===== src/rtl/core/omw_pkg.sv =====
// ============================================================================
// omw_pkg: shared types, constants and angle tables for the omni wheel mixer
// Holds the quarter-wave sine table, the sequencer states, the register map
// and the structs passed between the mixer's modules.
// ============================================================================
package omw_pkg;

  // Duty scale: DUTY_MAX is a power of two minus one so that the final scale
  // can be formed as a shift and a subtract.
  localparam int unsigned DutyShift = 8;
  localparam int unsigned DUTY_MAX  = (1 << DutyShift) - 1;
  localparam int unsigned DutyW     = 8;
  localparam int unsigned DriveW    = 9;

  // Shared multiplier geometry.
  localparam int unsigned MulAW = 17;
  localparam int unsigned MulBW = 31;
  localparam int unsigned MulPW = MulAW + MulBW;
  localparam int unsigned ScaleW = MulPW + DutyShift;
  localparam int unsigned RoundBit = 44;

  localparam logic [15:0] SinTab [91] = '{
    16'd0,     16'd572,   16'd1144,  16'd1715,  16'd2286,  16'd2856,  16'd3425,
    16'd3993,  16'd4560,  16'd5126,  16'd5690,  16'd6252,  16'd6813,  16'd7371,
    16'd7927,  16'd8481,  16'd9032,  16'd9580,  16'd10126, 16'd10668, 16'd11207,
    16'd11743, 16'd12275, 16'd12803, 16'd13328, 16'd13848, 16'd14365, 16'd14876,
    16'd15384, 16'd15886, 16'd16384, 16'd16877, 16'd17364, 16'd17847, 16'd18324,
    16'd18795, 16'd19261, 16'd19720, 16'd20174, 16'd20622, 16'd21063, 16'd21498,
    16'd21926, 16'd22348, 16'd22763, 16'd23170, 16'd23571, 16'd23965, 16'd24351,
    16'd24730, 16'd25102, 16'd25466, 16'd25822, 16'd26170, 16'd26510, 16'd26842,
    16'd27166, 16'd27482, 16'd27789, 16'd28088, 16'd28378, 16'd28660, 16'd28932,
    16'd29197, 16'd29452, 16'd29698, 16'd29935, 16'd30163, 16'd30382, 16'd30592,
    16'd30792, 16'd30983, 16'd31164, 16'd31336, 16'd31499, 16'd31651, 16'd31795,
    16'd31928, 16'd32052, 16'd32166, 16'd32270, 16'd32365, 16'd32449, 16'd32524,
    16'd32588, 16'd32643, 16'd32688, 16'd32723, 16'd32748, 16'd32763, 16'd32768
  };

  typedef struct packed {
    logic        neg;
    logic [15:0] mag;
  } trig_t;

  typedef enum logic [3:0] {
    ST_IDLE,
    ST_LOOK,
    ST_MUL_X,
    ST_MUL_Y,
    ST_MUL_K,
    ST_SUM,
    ST_MUL_D,
    ST_SCALE_D,
    ST_ROUND_D,
    ST_MUL_A,
    ST_SCALE_A,
    ST_ROUND_A,
    ST_SLEW,
    ST_OUT
  } state_e;

  typedef enum logic [1:0] {
    REG_MOUNT = 2'd0,
    REG_GAIN  = 2'd1,
    REG_STEP  = 2'd2,
    REG_MIN   = 2'd3
  } reg_idx_e;

  typedef struct packed {
    logic [8:0]  mount_deg;
    logic [14:0] gain;
    logic [7:0]  step;
    logic [7:0]  min_duty;
  } cfg_t;

  // Packed so that fl_duty lands in the lowest bits of the output word.
  typedef struct packed {
    logic             br_dir;
    logic [DutyW-1:0] br_duty;
    logic             bl_dir;
    logic [DutyW-1:0] bl_duty;
    logic             fr_dir;
    logic [DutyW-1:0] fr_duty;
    logic             fl_dir;
    logic [DutyW-1:0] fl_duty;
  } wheel_out_t;

  // Folds an angle of up to 511 degrees into 0..359.
  function automatic logic [8:0] wrap_deg(logic [8:0] d);
    return (d >= 9'd360) ? (d - 9'd360) : d;
  endfunction

  // Sine of d degrees (d below 360) as sign and magnitude, 32768 = 1.0.
  function automatic trig_t sin_deg(logic [8:0] d);
    logic [8:0] idx;
    trig_t      r;
    if (d <= 9'd90) begin
      idx   = d;
      r.neg = 1'b0;
    end else if (d <= 9'd180) begin
      idx   = 9'd180 - d;
      r.neg = 1'b0;
    end else if (d <= 9'd270) begin
      idx   = d - 9'd180;
      r.neg = 1'b1;
    end else begin
      idx   = 9'd360 - d;
      r.neg = 1'b1;
    end
    r.mag = SinTab[idx[6:0]];
    return r;
  endfunction

  function automatic trig_t cos_deg(logic [8:0] d);
    logic [8:0] s;
    s = (d >= 9'd270) ? (d - 9'd270) : (d + 9'd90);
    return sin_deg(s);
  endfunction

endpackage


===== src/rtl/core/omni_wheel_mixer_slew_limit.sv =====
// ============================================================================
// omni_wheel_mixer_slew_limit: four-wheel omni drive mixer with slew limit
// Turns a speed and heading request into four wheel duties and directions.
// ============================================================================
// Usage:
// A motion request enters on the slave stream (speed_mag, heading_deg) and
// one result per request leaves on the master stream with the duty and the
// direction pin of each wheel. Gain, wheel mount angle, acceleration step
// and minimum duty sit in an APB register file; the user is to change them
// only while no request is in flight, which the block itself leaves unchecked.
// Each request is worked through a sequencer that steps one shared 17 x 31
// bit multiplier through the products it needs: the two trig products, the
// speed-gain product and one scale product per wheel pair. The slave side is
// ready again in the cycle the result appears, so a new request is taken only
// once the last one is through.
// The result waits in an output register. If the receiver stalls, the next
// request is still accepted and worked through, and the sequencer holds in
// its last step until the output register is free.
// Reset clears the sequencer, the output valid and the slew history of all
// four wheels, and loads the register defaults.
// ============================================================================
module omni_wheel_mixer_slew_limit import omw_pkg::*; (
  input  logic        clk_i,
  input  logic        rst_ni,
  // Slave stream; tdata: speed_mag[15:0], heading_deg[24:16], zero pad.
  input  logic        s_axis_tvalid,
  output logic        s_axis_tready,
  input  logic [31:0] s_axis_tdata,
  // Master stream; tdata: fl_duty[7:0], fl_dir[8], fr_duty[16:9], fr_dir[17],
  // bl_duty[25:18], bl_dir[26], br_duty[34:27], br_dir[35], zero pad.
  output logic        m_axis_tvalid,
  input  logic        m_axis_tready,
  output logic [39:0] m_axis_tdata,
  // Configuration port.
  input  logic        psel,
  input  logic        penable,
  input  logic        pwrite,
  input  logic [3:0]  paddr,
  input  logic [31:0] pwdata,
  output logic [31:0] prdata,
  output logic        pready
);

  state_e state_q, state_d;

  cfg_t   cfg;

  // Request operands.
  logic [15:0] speed_q;
  logic [8:0]  hd_q;

  // Trig lookups for heading and mount angle.
  trig_t sh_q, sw_q, ch_q, cw_q;

  // Products and intermediate values.
  logic signed [31:0]        x_q, y_q;
  logic [MulBW-1:0]          k_q;
  logic [MulAW-1:0]          m15d_q, m15a_q;
  logic                      negd_q, nega_q;
  logic [ScaleW-1:0]         p_q;
  logic signed [DriveW-1:0]  tgt_diag_q, tgt_anti_q;

  logic [MulAW-1:0] mul_a;
  logic [MulBW-1:0] mul_b;
  logic [MulPW-1:0] prod;

  logic signed [32:0] sum_diag, sum_anti;
  logic [ScaleW-1:0]  rnd;
  logic [11:0]        v_raw;
  logic [7:0]         v_sat;
  logic               rnd_neg;
  logic signed [DriveW-1:0] tgt_new;

  wheel_out_t wheel_out;
  logic       slew_en;
  logic       in_fire;
  logic       out_load;
  logic       m_valid_q;
  wheel_out_t m_data_q;

  // Magnitude of a Q2.30 sum rounded half up to Q.15.
  function automatic logic [MulAW-1:0] round_q15(logic signed [32:0] s);
    logic signed [32:0] a;
    logic [31:0]        r;
    a = s[32] ? -s : s;
    r = a[31:0] + 32'd16384;
    return r[31:15];
  endfunction

  omw_cfg u_cfg (
    .clk_i   (clk_i),
    .rst_ni  (rst_ni),
    .psel    (psel),
    .penable (penable),
    .pwrite  (pwrite),
    .paddr   (paddr),
    .pwdata  (pwdata),
    .prdata  (prdata),
    .pready  (pready),
    .cfg_o   (cfg)
  );

  omw_mul u_mul (
    .clk_i  (clk_i),
    .a_i    (mul_a),
    .b_i    (mul_b),
    .prod_o (prod)
  );

  omw_slew u_slew (
    .clk_i    (clk_i),
    .rst_ni   (rst_ni),
    .update_i (slew_en),
    .diag_i   (tgt_diag_q),
    .anti_i   (tgt_anti_q),
    .step_i   (cfg.step),
    .min_i    (cfg.min_duty),
    .out_o    (wheel_out)
  );

  assign s_axis_tready = (state_q == ST_IDLE);
  assign in_fire       = s_axis_tvalid & s_axis_tready;
  assign slew_en       = (state_q == ST_SLEW);
  assign out_load      = (state_q == ST_OUT) && (!m_valid_q || m_axis_tready);

  // Sequencer.
  always_ff @(posedge clk_i or negedge rst_ni) begin
    if (!rst_ni) begin
      state_q <= ST_IDLE;
    end else begin
      state_q <= state_d;
    end
  end

  always_comb begin
    state_d = state_q;
    mul_a   = '0;
    mul_b   = '0;
    unique case (state_q)
      ST_IDLE:    if (in_fire) state_d = ST_LOOK;
      ST_LOOK:    state_d = ST_MUL_X;
      ST_MUL_X: begin
        mul_a   = {1'b0, sh_q.mag};
        mul_b   = {15'd0, sw_q.mag};
        state_d = ST_MUL_Y;
      end
      ST_MUL_Y: begin
        mul_a   = {1'b0, ch_q.mag};
        mul_b   = {15'd0, cw_q.mag};
        state_d = ST_MUL_K;
      end
      ST_MUL_K: begin
        mul_a   = {1'b0, speed_q};
        mul_b   = {16'd0, cfg.gain};
        state_d = ST_SUM;
      end
      ST_SUM:     state_d = ST_MUL_D;
      ST_MUL_D: begin
        mul_a   = m15d_q;
        mul_b   = k_q;
        state_d = ST_SCALE_D;
      end
      ST_SCALE_D: state_d = ST_ROUND_D;
      ST_ROUND_D: state_d = ST_MUL_A;
      ST_MUL_A: begin
        mul_a   = m15a_q;
        mul_b   = k_q;
        state_d = ST_SCALE_A;
      end
      ST_SCALE_A: state_d = ST_ROUND_A;
      ST_ROUND_A: state_d = ST_SLEW;
      ST_SLEW:    state_d = ST_OUT;
      ST_OUT:     if (out_load) state_d = ST_IDLE;
      default:    state_d = ST_IDLE;
    endcase
  end

  // Sum and difference of the trig products, both in Q2.30.
  assign sum_diag = {x_q[31], x_q} + {y_q[31], y_q};
  assign sum_anti = {y_q[31], y_q} - {x_q[31], x_q};

  // Round the scaled product at bit 44, saturate and restore the sign.
  assign rnd     = p_q + (ScaleW'(1) << (RoundBit - 1));
  assign v_raw   = rnd[ScaleW-1:RoundBit];
  assign v_sat   = (v_raw > 12'(DUTY_MAX)) ? 8'(DUTY_MAX) : v_raw[7:0];
  assign rnd_neg = (state_q == ST_ROUND_D) ? negd_q : nega_q;
  assign tgt_new = rnd_neg ? -$signed({1'b0, v_sat}) : $signed({1'b0, v_sat});

  // Datapath registers, loaded by sequencer step.
  always_ff @(posedge clk_i) begin
    if (in_fire) begin
      speed_q <= s_axis_tdata[15:0];
      hd_q    <= wrap_deg(s_axis_tdata[24:16]);
    end
    unique case (state_q)
      ST_LOOK: begin
        sh_q <= sin_deg(hd_q);
        ch_q <= cos_deg(hd_q);
        sw_q <= sin_deg(wrap_deg(cfg.mount_deg));
        cw_q <= cos_deg(wrap_deg(cfg.mount_deg));
      end
      ST_MUL_Y: begin
        x_q <= (sh_q.neg ^ sw_q.neg) ? -$signed({1'b0, prod[30:0]})
                                     :  $signed({1'b0, prod[30:0]});
      end
      ST_MUL_K: begin
        y_q <= (ch_q.neg ^ cw_q.neg) ? -$signed({1'b0, prod[30:0]})
                                     :  $signed({1'b0, prod[30:0]});
      end
      ST_SUM: begin
        k_q    <= prod[MulBW-1:0];
        m15d_q <= round_q15(sum_diag);
        m15a_q <= round_q15(sum_anti);
        negd_q <= sum_diag[32];
        nega_q <= sum_anti[32];
      end
      // Times DUTY_MAX as a shift and a subtract.
      ST_SCALE_D, ST_SCALE_A: begin
        p_q <= {prod, DutyShift'(0)} - ScaleW'(prod);
      end
      ST_ROUND_D: tgt_diag_q <= tgt_new;
      ST_ROUND_A: tgt_anti_q <= tgt_new;
      default: ;
    endcase
    if (out_load) begin
      m_data_q <= wheel_out;
    end
  end

  // Output register.
  always_ff @(posedge clk_i or negedge rst_ni) begin
    if (!rst_ni) begin
      m_valid_q <= 1'b0;
    end else if (out_load) begin
      m_valid_q <= 1'b1;
    end else if (m_axis_tready) begin
      m_valid_q <= 1'b0;
    end
  end

  assign m_axis_tvalid = m_valid_q;
  assign m_axis_tdata  = {4'd0, m_data_q};

endmodule


===== src/rtl/core/omw_cfg.sv =====
// ============================================================================
// omw_cfg: configuration register file
// Four registers behind an APB-style port, one 32-bit word each.
// ============================================================================
module omw_cfg import omw_pkg::*; (
  input  logic        clk_i,
  input  logic        rst_ni,
  input  logic        psel,
  input  logic        penable,
  input  logic        pwrite,
  input  logic [3:0]  paddr,
  input  logic [31:0] pwdata,
  output logic [31:0] prdata,
  output logic        pready,
  output cfg_t        cfg_o
);

  cfg_t       cfg_q;
  logic       wr_en;
  reg_idx_e   idx;

  assign pready = 1'b1;
  assign wr_en  = psel & penable & pwrite & pready;
  assign idx    = reg_idx_e'(paddr[3:2]);
  assign cfg_o  = cfg_q;

  always_ff @(posedge clk_i or negedge rst_ni) begin
    if (!rst_ni) begin
      cfg_q.mount_deg <= 9'd45;
      cfg_q.gain      <= 15'd16384;
      cfg_q.step      <= 8'd10;
      cfg_q.min_duty  <= 8'd0;
    end else if (wr_en) begin
      unique case (idx)
        REG_MOUNT: cfg_q.mount_deg <= pwdata[8:0];
        REG_GAIN:  cfg_q.gain      <= pwdata[14:0];
        REG_STEP:  cfg_q.step      <= pwdata[7:0];
        REG_MIN:   cfg_q.min_duty  <= pwdata[7:0];
        default:   cfg_q           <= cfg_q;
      endcase
    end
  end

  always_comb begin
    unique case (idx)
      REG_MOUNT: prdata = {23'd0, cfg_q.mount_deg};
      REG_GAIN:  prdata = {17'd0, cfg_q.gain};
      REG_STEP:  prdata = {24'd0, cfg_q.step};
      REG_MIN:   prdata = {24'd0, cfg_q.min_duty};
      default:   prdata = 32'd0;
    endcase
  end

endmodule


===== src/rtl/core/omw_mul.sv =====
// ============================================================================
// omw_mul: shared unsigned multiplier
// One 17 x 31 bit multiply per cycle with a registered product.
// ============================================================================
module omw_mul import omw_pkg::*; (
  input  logic             clk_i,
  input  logic [MulAW-1:0] a_i,
  input  logic [MulBW-1:0] b_i,
  output logic [MulPW-1:0] prod_o
);

  logic [MulPW-1:0] prod_q;

  always_ff @(posedge clk_i) begin
    prod_q <= MulPW'(a_i) * MulPW'(b_i);
  end

  assign prod_o = prod_q;

endmodule


===== src/rtl/core/omw_slew.sv =====
// ============================================================================
// omw_slew: per-wheel slew limiter and drive split
// Holds the last limited value of each wheel and forms duty and direction.
// ============================================================================
module omw_slew import omw_pkg::*; (
  input  logic                     clk_i,
  input  logic                     rst_ni,
  input  logic                     update_i,
  input  logic signed [DriveW-1:0] diag_i,
  input  logic signed [DriveW-1:0] anti_i,
  input  logic [7:0]               step_i,
  input  logic [7:0]               min_i,
  output wheel_out_t               out_o
);

  // Wheel order: front left, front right, back left, back right.
  logic signed [DriveW-1:0] drive_q [4];
  logic signed [DriveW-1:0] drive_d [4];
  logic signed [DriveW-1:0] tgt     [4];

  function automatic logic [7:0] mag8(logic signed [DriveW-1:0] v);
    logic signed [DriveW-1:0] a;
    a = v[DriveW-1] ? -v : v;
    return a[7:0];
  endfunction

  function automatic logic signed [DriveW-1:0] slew_fn(
    logic signed [DriveW-1:0] t,
    logic signed [DriveW-1:0] p,
    logic [7:0]               st
  );
    logic [8:0]               lim;
    logic signed [DriveW:0]   moved;
    lim = {1'b0, mag8(p)} + {1'b0, st};
    if ({1'b0, mag8(t)} < lim) begin
      return t;
    end
    if (t > p) begin
      moved = {p[DriveW-1], p} + $signed({2'b00, st});
    end else begin
      moved = {p[DriveW-1], p} - $signed({2'b00, st});
    end
    return moved[DriveW-1:0];
  endfunction

  function automatic logic [DutyW-1:0] duty_fn(logic signed [DriveW-1:0] v,
                                               logic [7:0] min_duty);
    logic [7:0] m;
    m = mag8(v);
    return (m > min_duty) ? DutyW'(m) : '0;
  endfunction

  assign tgt[0] = diag_i;
  assign tgt[1] = anti_i;
  assign tgt[2] = anti_i;
  assign tgt[3] = diag_i;

  always_comb begin
    for (int i = 0; i < 4; i++) begin
      drive_d[i] = slew_fn(tgt[i], drive_q[i], step_i);
    end
  end

  always_ff @(posedge clk_i or negedge rst_ni) begin
    if (!rst_ni) begin
      for (int i = 0; i < 4; i++) begin
        drive_q[i] <= '0;
      end
    end else if (update_i) begin
      for (int i = 0; i < 4; i++) begin
        drive_q[i] <= drive_d[i];
      end
    end
  end

  // Left pins are high for a positive value, right pins low.
  always_comb begin
    out_o.fl_duty = duty_fn(drive_q[0], min_i);
    out_o.fl_dir  = (drive_q[0] > 0);
    out_o.fr_duty = duty_fn(drive_q[1], min_i);
    out_o.fr_dir  = !(drive_q[1] > 0);
    out_o.bl_duty = duty_fn(drive_q[2], min_i);
    out_o.bl_dir  = (drive_q[2] > 0);
    out_o.br_duty = duty_fn(drive_q[3], min_i);
    out_o.br_dir  = !(drive_q[3] > 0);
  end

endmodule


===== config.mk =====
export PLATFORM = sky130hd
export DESIGN_NAME = omni_wheel_mixer_slew_limit
export DESIGN_NICKNAME = d
export VERILOG_FILES = /design/src/rtl/core/omw_pkg.sv /design/src/rtl/core/omni_wheel_mixer_slew_limit.sv /design/src/rtl/core/omw_cfg.sv /design/src/rtl/core/omw_mul.sv /design/src/rtl/core/omw_slew.sv
export SDC_FILE = /design/constraint.sdc
export NUM_CORES = 2
export LEC_CHECK = 0
export BUFFER_PORTS_ARGS = -buffer_cell sky130_fd_sc_hd__buf_4
export CAP_MARGIN = 5
export CORE_ASPECT_RATIO = 0.75
export CORE_MARGIN = 2
export CORE_UTILIZATION = 50
export CTS_CLUSTER_SIZE = 12
export DETAILED_ROUTE_END_ITERATION = 8
export GPL_ROUTABILITY_DRIVEN = 1
export HOLD_SLACK_MARGIN = 0.05
export PLACE_DENSITY = 0.72
export SETUP_SLACK_MARGIN = 0.3
export SLEW_MARGIN = 5
export SYNTH_ARGS = -nofsm -noshare
export SYNTH_HDL_FRONTEND = slang
export SYNTH_SLANG_ARGS = --single-unit
export TNS_END_PERCENT = 100

===== constraint.sdc =====
create_clock -name clk_i -period 23.3 [get_ports clk_i]
set_input_delay 6.99 -clock clk_i [delete_from_list [all_inputs] [get_ports clk_i]]
set_output_delay 6.99 -clock clk_i [all_outputs]
set_load 0.05 [all_outputs]

After elaboration in Yosys (flattened, before gate mapping)
Memories as Yosys holds them, arrays and structs flattened. A register that Yosys moved wholly into a read port is not among the register bits.
Index checks and enable logic that the tools add are counted.

storage, ports and cells
  register bits = 399
  bits in latches = 0
  RAM bits = 0
  ROM bits = 8192
  bits of input ports = 75
  word-level logic and storage cells = 224
  memories = 4

memory list
  name             depth  width  rd ports  clocked after memory_dff  wr ports  line            source
  (no name shown)  128    16     1         1                         0         omw_pkg.sv:108  r.mag = SinTab[idx[6:0]];
  (no name shown)  128    16     1         1                         0         omw_pkg.sv:108
  (no name shown)  128    16     1         1                         0         omw_pkg.sv:108
  (no name shown)  128    16     1         1                         0         omw_pkg.sv:108

cells by class
  $add $sub $neg = 46
  $mul = 1
  div/mod/pow operators = 0
  magnitude comparators = 33
  equal/unequal tests = 18
  shift operators = 0
  mux-type cells = 61
  bitwise logic cells = 9
  reductions and logical operators = 15

operators by type and width
  kind                    count
  $mux 9                  17
  $pmux 32 s4             1
  $pmux 31 s4             1
  $mux 7                  16
  $pmux 17 s5             1
  $add 32x15->32 const B  2
  $mux 32                 2
  $neg 32->32             2
  $mux 31                 2
  $add 56x44->56 const B  1
  $mux 8                  7
  $pmux 4 s14             1
  $sub 56x48->56          1
  $mul 17x31->48          1
  $neg 8->8               6
  $add 8x8->9             4
  $add 9x9->9             4
  $ge 9x9->1 const B      4
  $gt 9x1->1 const B      4
  $gt 9x9->1              4
  $le 9x7->1 const B      4
  $le 9x8->1 const B      4
  $le 9x9->1 const B      4
  $lt 8x9->1              4
  other kinds (33)        86

Logic depth before layout (Yosys ltp)
  depth in word-level cells = 10
  gate-level depth with buffers = 36
  gate-level depth less buffers = 34

Hierarchy
From an unflattened synthesis, not the netlist that was laid out.

unflattened totals
  cells, all modules = 6805
  area, all modules = 57591.5 um2

modules (own cells, without submodules)
  module                       instances  cells an instance  area each (um2)
  omni_wheel_mixer_slew_limit  1          3608               29791.1
  omw_mul                      1          2055               17889.7
  omw_slew                     1          1014               7935.1
  omw_cfg                      1          128                1975.6

Worst setup path after synthesis
OpenSTA, ideal clock, no wires.

  kind = input to output
  start = input port paddr[2]
  end = output port prdata[8]
  data arrival time = 8136 ps
  data required time = 16310 ps
  slack = 8174 ps
  stages = 3
  buffers on the path = 1
  cells stage by stage = buf_1 > mux2i_1 > nor2_1

between the ends
  cells in the longest elaborated chain, start to end = 2
  elaborated cells on any way between the ends = 5
  classes of those cells = eq/ne: 3; mux: 1; reduce/logical: 1

RTL lines
  element                             line                               source
  from (decl)                         omni_wheel_mixer_slew_limit.sv:38  input logic [3:0] paddr,
  $eq 2x2->1 (tied with other cells)  omw_cfg.sv:45                      unique case (idx)
  $pmux 32 s4 *                       omw_cfg.sv:45
  to (decl)                           omni_wheel_mixer_slew_limit.sv:40  output logic [31:0] prdata,

Every way passes the cells marked *; elsewhere a longest branch is shown, timed or not. The select of a mux whose other input is x is not followed.

Final worst setup path
  start = input port paddr[2]
  end = output port prdata[10]

The elaborated chain is that of the path after synthesis.

==> flow_summary.toml <==
[synth]
synth_area_leader_cell = "fa_1"
yosys-top-cells-count = "nand2_1 (872), inv_1 (753), nor2_1 (531), ha_1 (474), fa_1 (444)"
ys.warnings.count = 0
synth_top_family_by_area = "adder cells"
ys.flop_type = "edfxtp_1"
synth_area_um2 = 54900
synth_area_leaders = "fa_1 (16%), edfxtp_1 (16%), ha_1 (11%)"
synth_cells = 6516
synth_simple_gate_area_frac = 0.170
synthMuxAreaShare = 0.0275
synth_most_common_cell = "nand2_1"
synth_compound_area_frac = 0.178
synth_edf_count = 291
synth_xor_area_frac = 0.0612
ys_seq_area_frac = 0.214
synth_adder_area_share = 0.270
syn_avg_cell_area_um2 = 8.43
netlist.area_leader.share = 0.162
synthArstFlopShare = 0.193
ys_types = 121
ys_ff_latch = 420

[detailed_routing]
drc_errors = 0
ant_nets = 0
vias = 48900
avgRoutedWirePerCell_um = 21.9
via_per_inst = 6.20
drtPass1Iterations = 9
initialDrtViolationCount = 6666
wirelength_um = 172000

[die]
die_w_um = 387
dieArea_um2 = 113000
die_y_um = 291
pin_count = 150
core-area_um2 = 109000
placementRows = 105
start_util = 0.503

[worst_setup_path]
rrSetupSlack_ns = 12.97
worstReg2RegStart = "state_q[3]"
critPathKind = "input port to output port"
cp_num_buf_inv = 2
crit_fanout = 13
cp_slowest_stage_delay_ns = 0.38
critPathSlowestCell = "nor2b_1"
required_ns = 16.31
critPathLaunchType = "input port"
crit_path_frequent_cell = "buf_4"
reg2reg_depth = 30
end_kind = "output port"
arrival_ns = 7.95
worstPathCellList = "buf_4 > nor2b_1 > and2_1 > buf_4"
cpLargestDelayFamily = "simple AND/OR/NAND/NOR gates"
r2r_end = "u_mul.prod_o[47]"

[sta]
finalClockSkew_ns = 0.0471
setup_viol = 0
clock.fmax_ghz = 0.0669
hold_slack_ns = 0.540
rsz0062_at_grt = "false"
worst_pin_slew_ns = 1.20
post-route-min-period_ns = 14.94
finalCritPeriodShare = 0.641
finalHoldViolCount = 0
relSlewSlack = 0.196
setup_tns_ns = 0
report.final.slew_viol_count = 0

[clock_tree]
ctsHoldBuffers = 0
root_buffer = "clkbuf_16"
cts_tree = "yes"
clock_latency_ns = 0.64
h-tree-depth = 2
post_cts_resized = 0
cts.path.max_buffers = 3
numCtsBuffers = 48
post_cts_buffers = 0
path_clk_slew_ns = 0.06
cts.sinks = 420

[worst_hold_path]
hold_depth = 1
holdPathEnd = "u_cfg.cfg_o[2]"
hp-class = "flip-flop to flip-flop"
hp-start = "u_cfg.cfg_o[2]"

[final_layout]
area_growth_pct = 6.47
drive_gt1_frac = 0.0668
final_nets = 7393
antennaDiodeCount = 0

[grt]
grt_pass1_vias = 46300
grt_max_degree = 69
grtUsageTotal = 0.298
grt_pass1_wl_um = 267000
antenna_found_initial = 3
overflow = 0

[job]
cap_violations = 0

[place]
gp_congestion = 0.983
post-dp-hpwl_um = 130000
io_buffers = 101

[outcome]
status = "finished clean"
## flip-flops by register name, indices dropped and copies added, names as in the netlist, 31 cells and up
name / count
x_q: 32
k_q: 31
u_slew.drive_q: 36
m_axis_tdata: 36
y_q: 32
u_cfg.cfg_o: 40
u_mul.prod_o: 48
## cell usage in the layout (no fill, tap or decap), types with 22 or more instances in the layout
cell type	netlist	routed
nor3_1	85	80
clkbuf_16	0	52
nor2b_1	81	81
o21ai_0	329	329
inv_1	753	753
mux2_2	43	43
xor2_1	100	98
or3_1	31	31
nand2b_1	57	57
o31ai_1	40	40
and3_1	40	40
fa_1	444	444
nor4_1	31	31
nand4_1	59	59
a211oi_1	71	67
xnor2_1	278	263
a221oi_1	33	33
o21bai_1	31	31
dfxtp_1	48	48
a22oi_1	35	35
nand3_1	106	106
dfrtp_1	74	74
a311oi_1	27	27
a21o_1	112	112
a21oi_1	378	378
edfxtp_1	291	291
o21a_1	57	57
nand2_1	872	872
o22ai_1	37	36
o211ai_1	61	61
nor2_1	531	530
and2_1	50	49
ha_1	474	474
buf_4	29	183
a31oi_1	58	58
and4_1	28	28
mux2i_1	65	65
conb_1	2	22
## worst max path at each step
stage / startpoint / to / depth (start not counted)
floorplan: paddr[2] / prdata[8] / 3
global placement: paddr[3] / prdata[4] / 3
detailed placement: paddr[3] / prdata[4] / 3
CTS: paddr[3] / prdata[6] / 3
global route: paddr[2] / prdata[13] / 4
finish: paddr[2] / prdata[10] / 4
## per-stage QoR
stage	instance area, um2	utilization	worst slack [ns]	cells
global route	58500	0.536	8.32	7883
finish	58500	0.536	8.36	7883
global placement	56900	0.521	8.38	7794
CTS	58500	0.536	8.37	7883
detailed placement	56900	0.521	8.37	7794
floorplan	55000	-	8.17	6536
## cells by family after synthesis
| logic type | Yosys count |
|---|---|
| XOR/XNOR | 381 |
| adder cells (fa/ha/maj) | 918 |
| flip-flops | 420 |
| AO/OA/AOI/OAI | 1488 |
| AND/OR/NAND/NOR | 2049 |
| multiplexers | 125 |
| other | 2 |
| buffers and inverters | 1133 |
## metal layers
metal | vias up | wire length (um) | GRT usage
li1 | 22100 | - | -
met1 | 23600 | 74600 | 0.441
met2 | 2913 | 70800 | 0.427
met3 | 355 | 21600 | 0.0751
met4 | 0 | 5410 | 0.0878
met5 | - | 0 | 0
## layout make-up
class	count	area [um2]
fill	9825	50700
clock buffer	76	1470
sequential	420	11700
inverter	764	2870
tap	1444	1810
multi-input combinational	4983	39100
timing repair buffer	183	1370
clock inverter	13	140
Power is not shown: default switching activity piles up to over one toggle a cycle in this logic, so the estimate is an artifact.
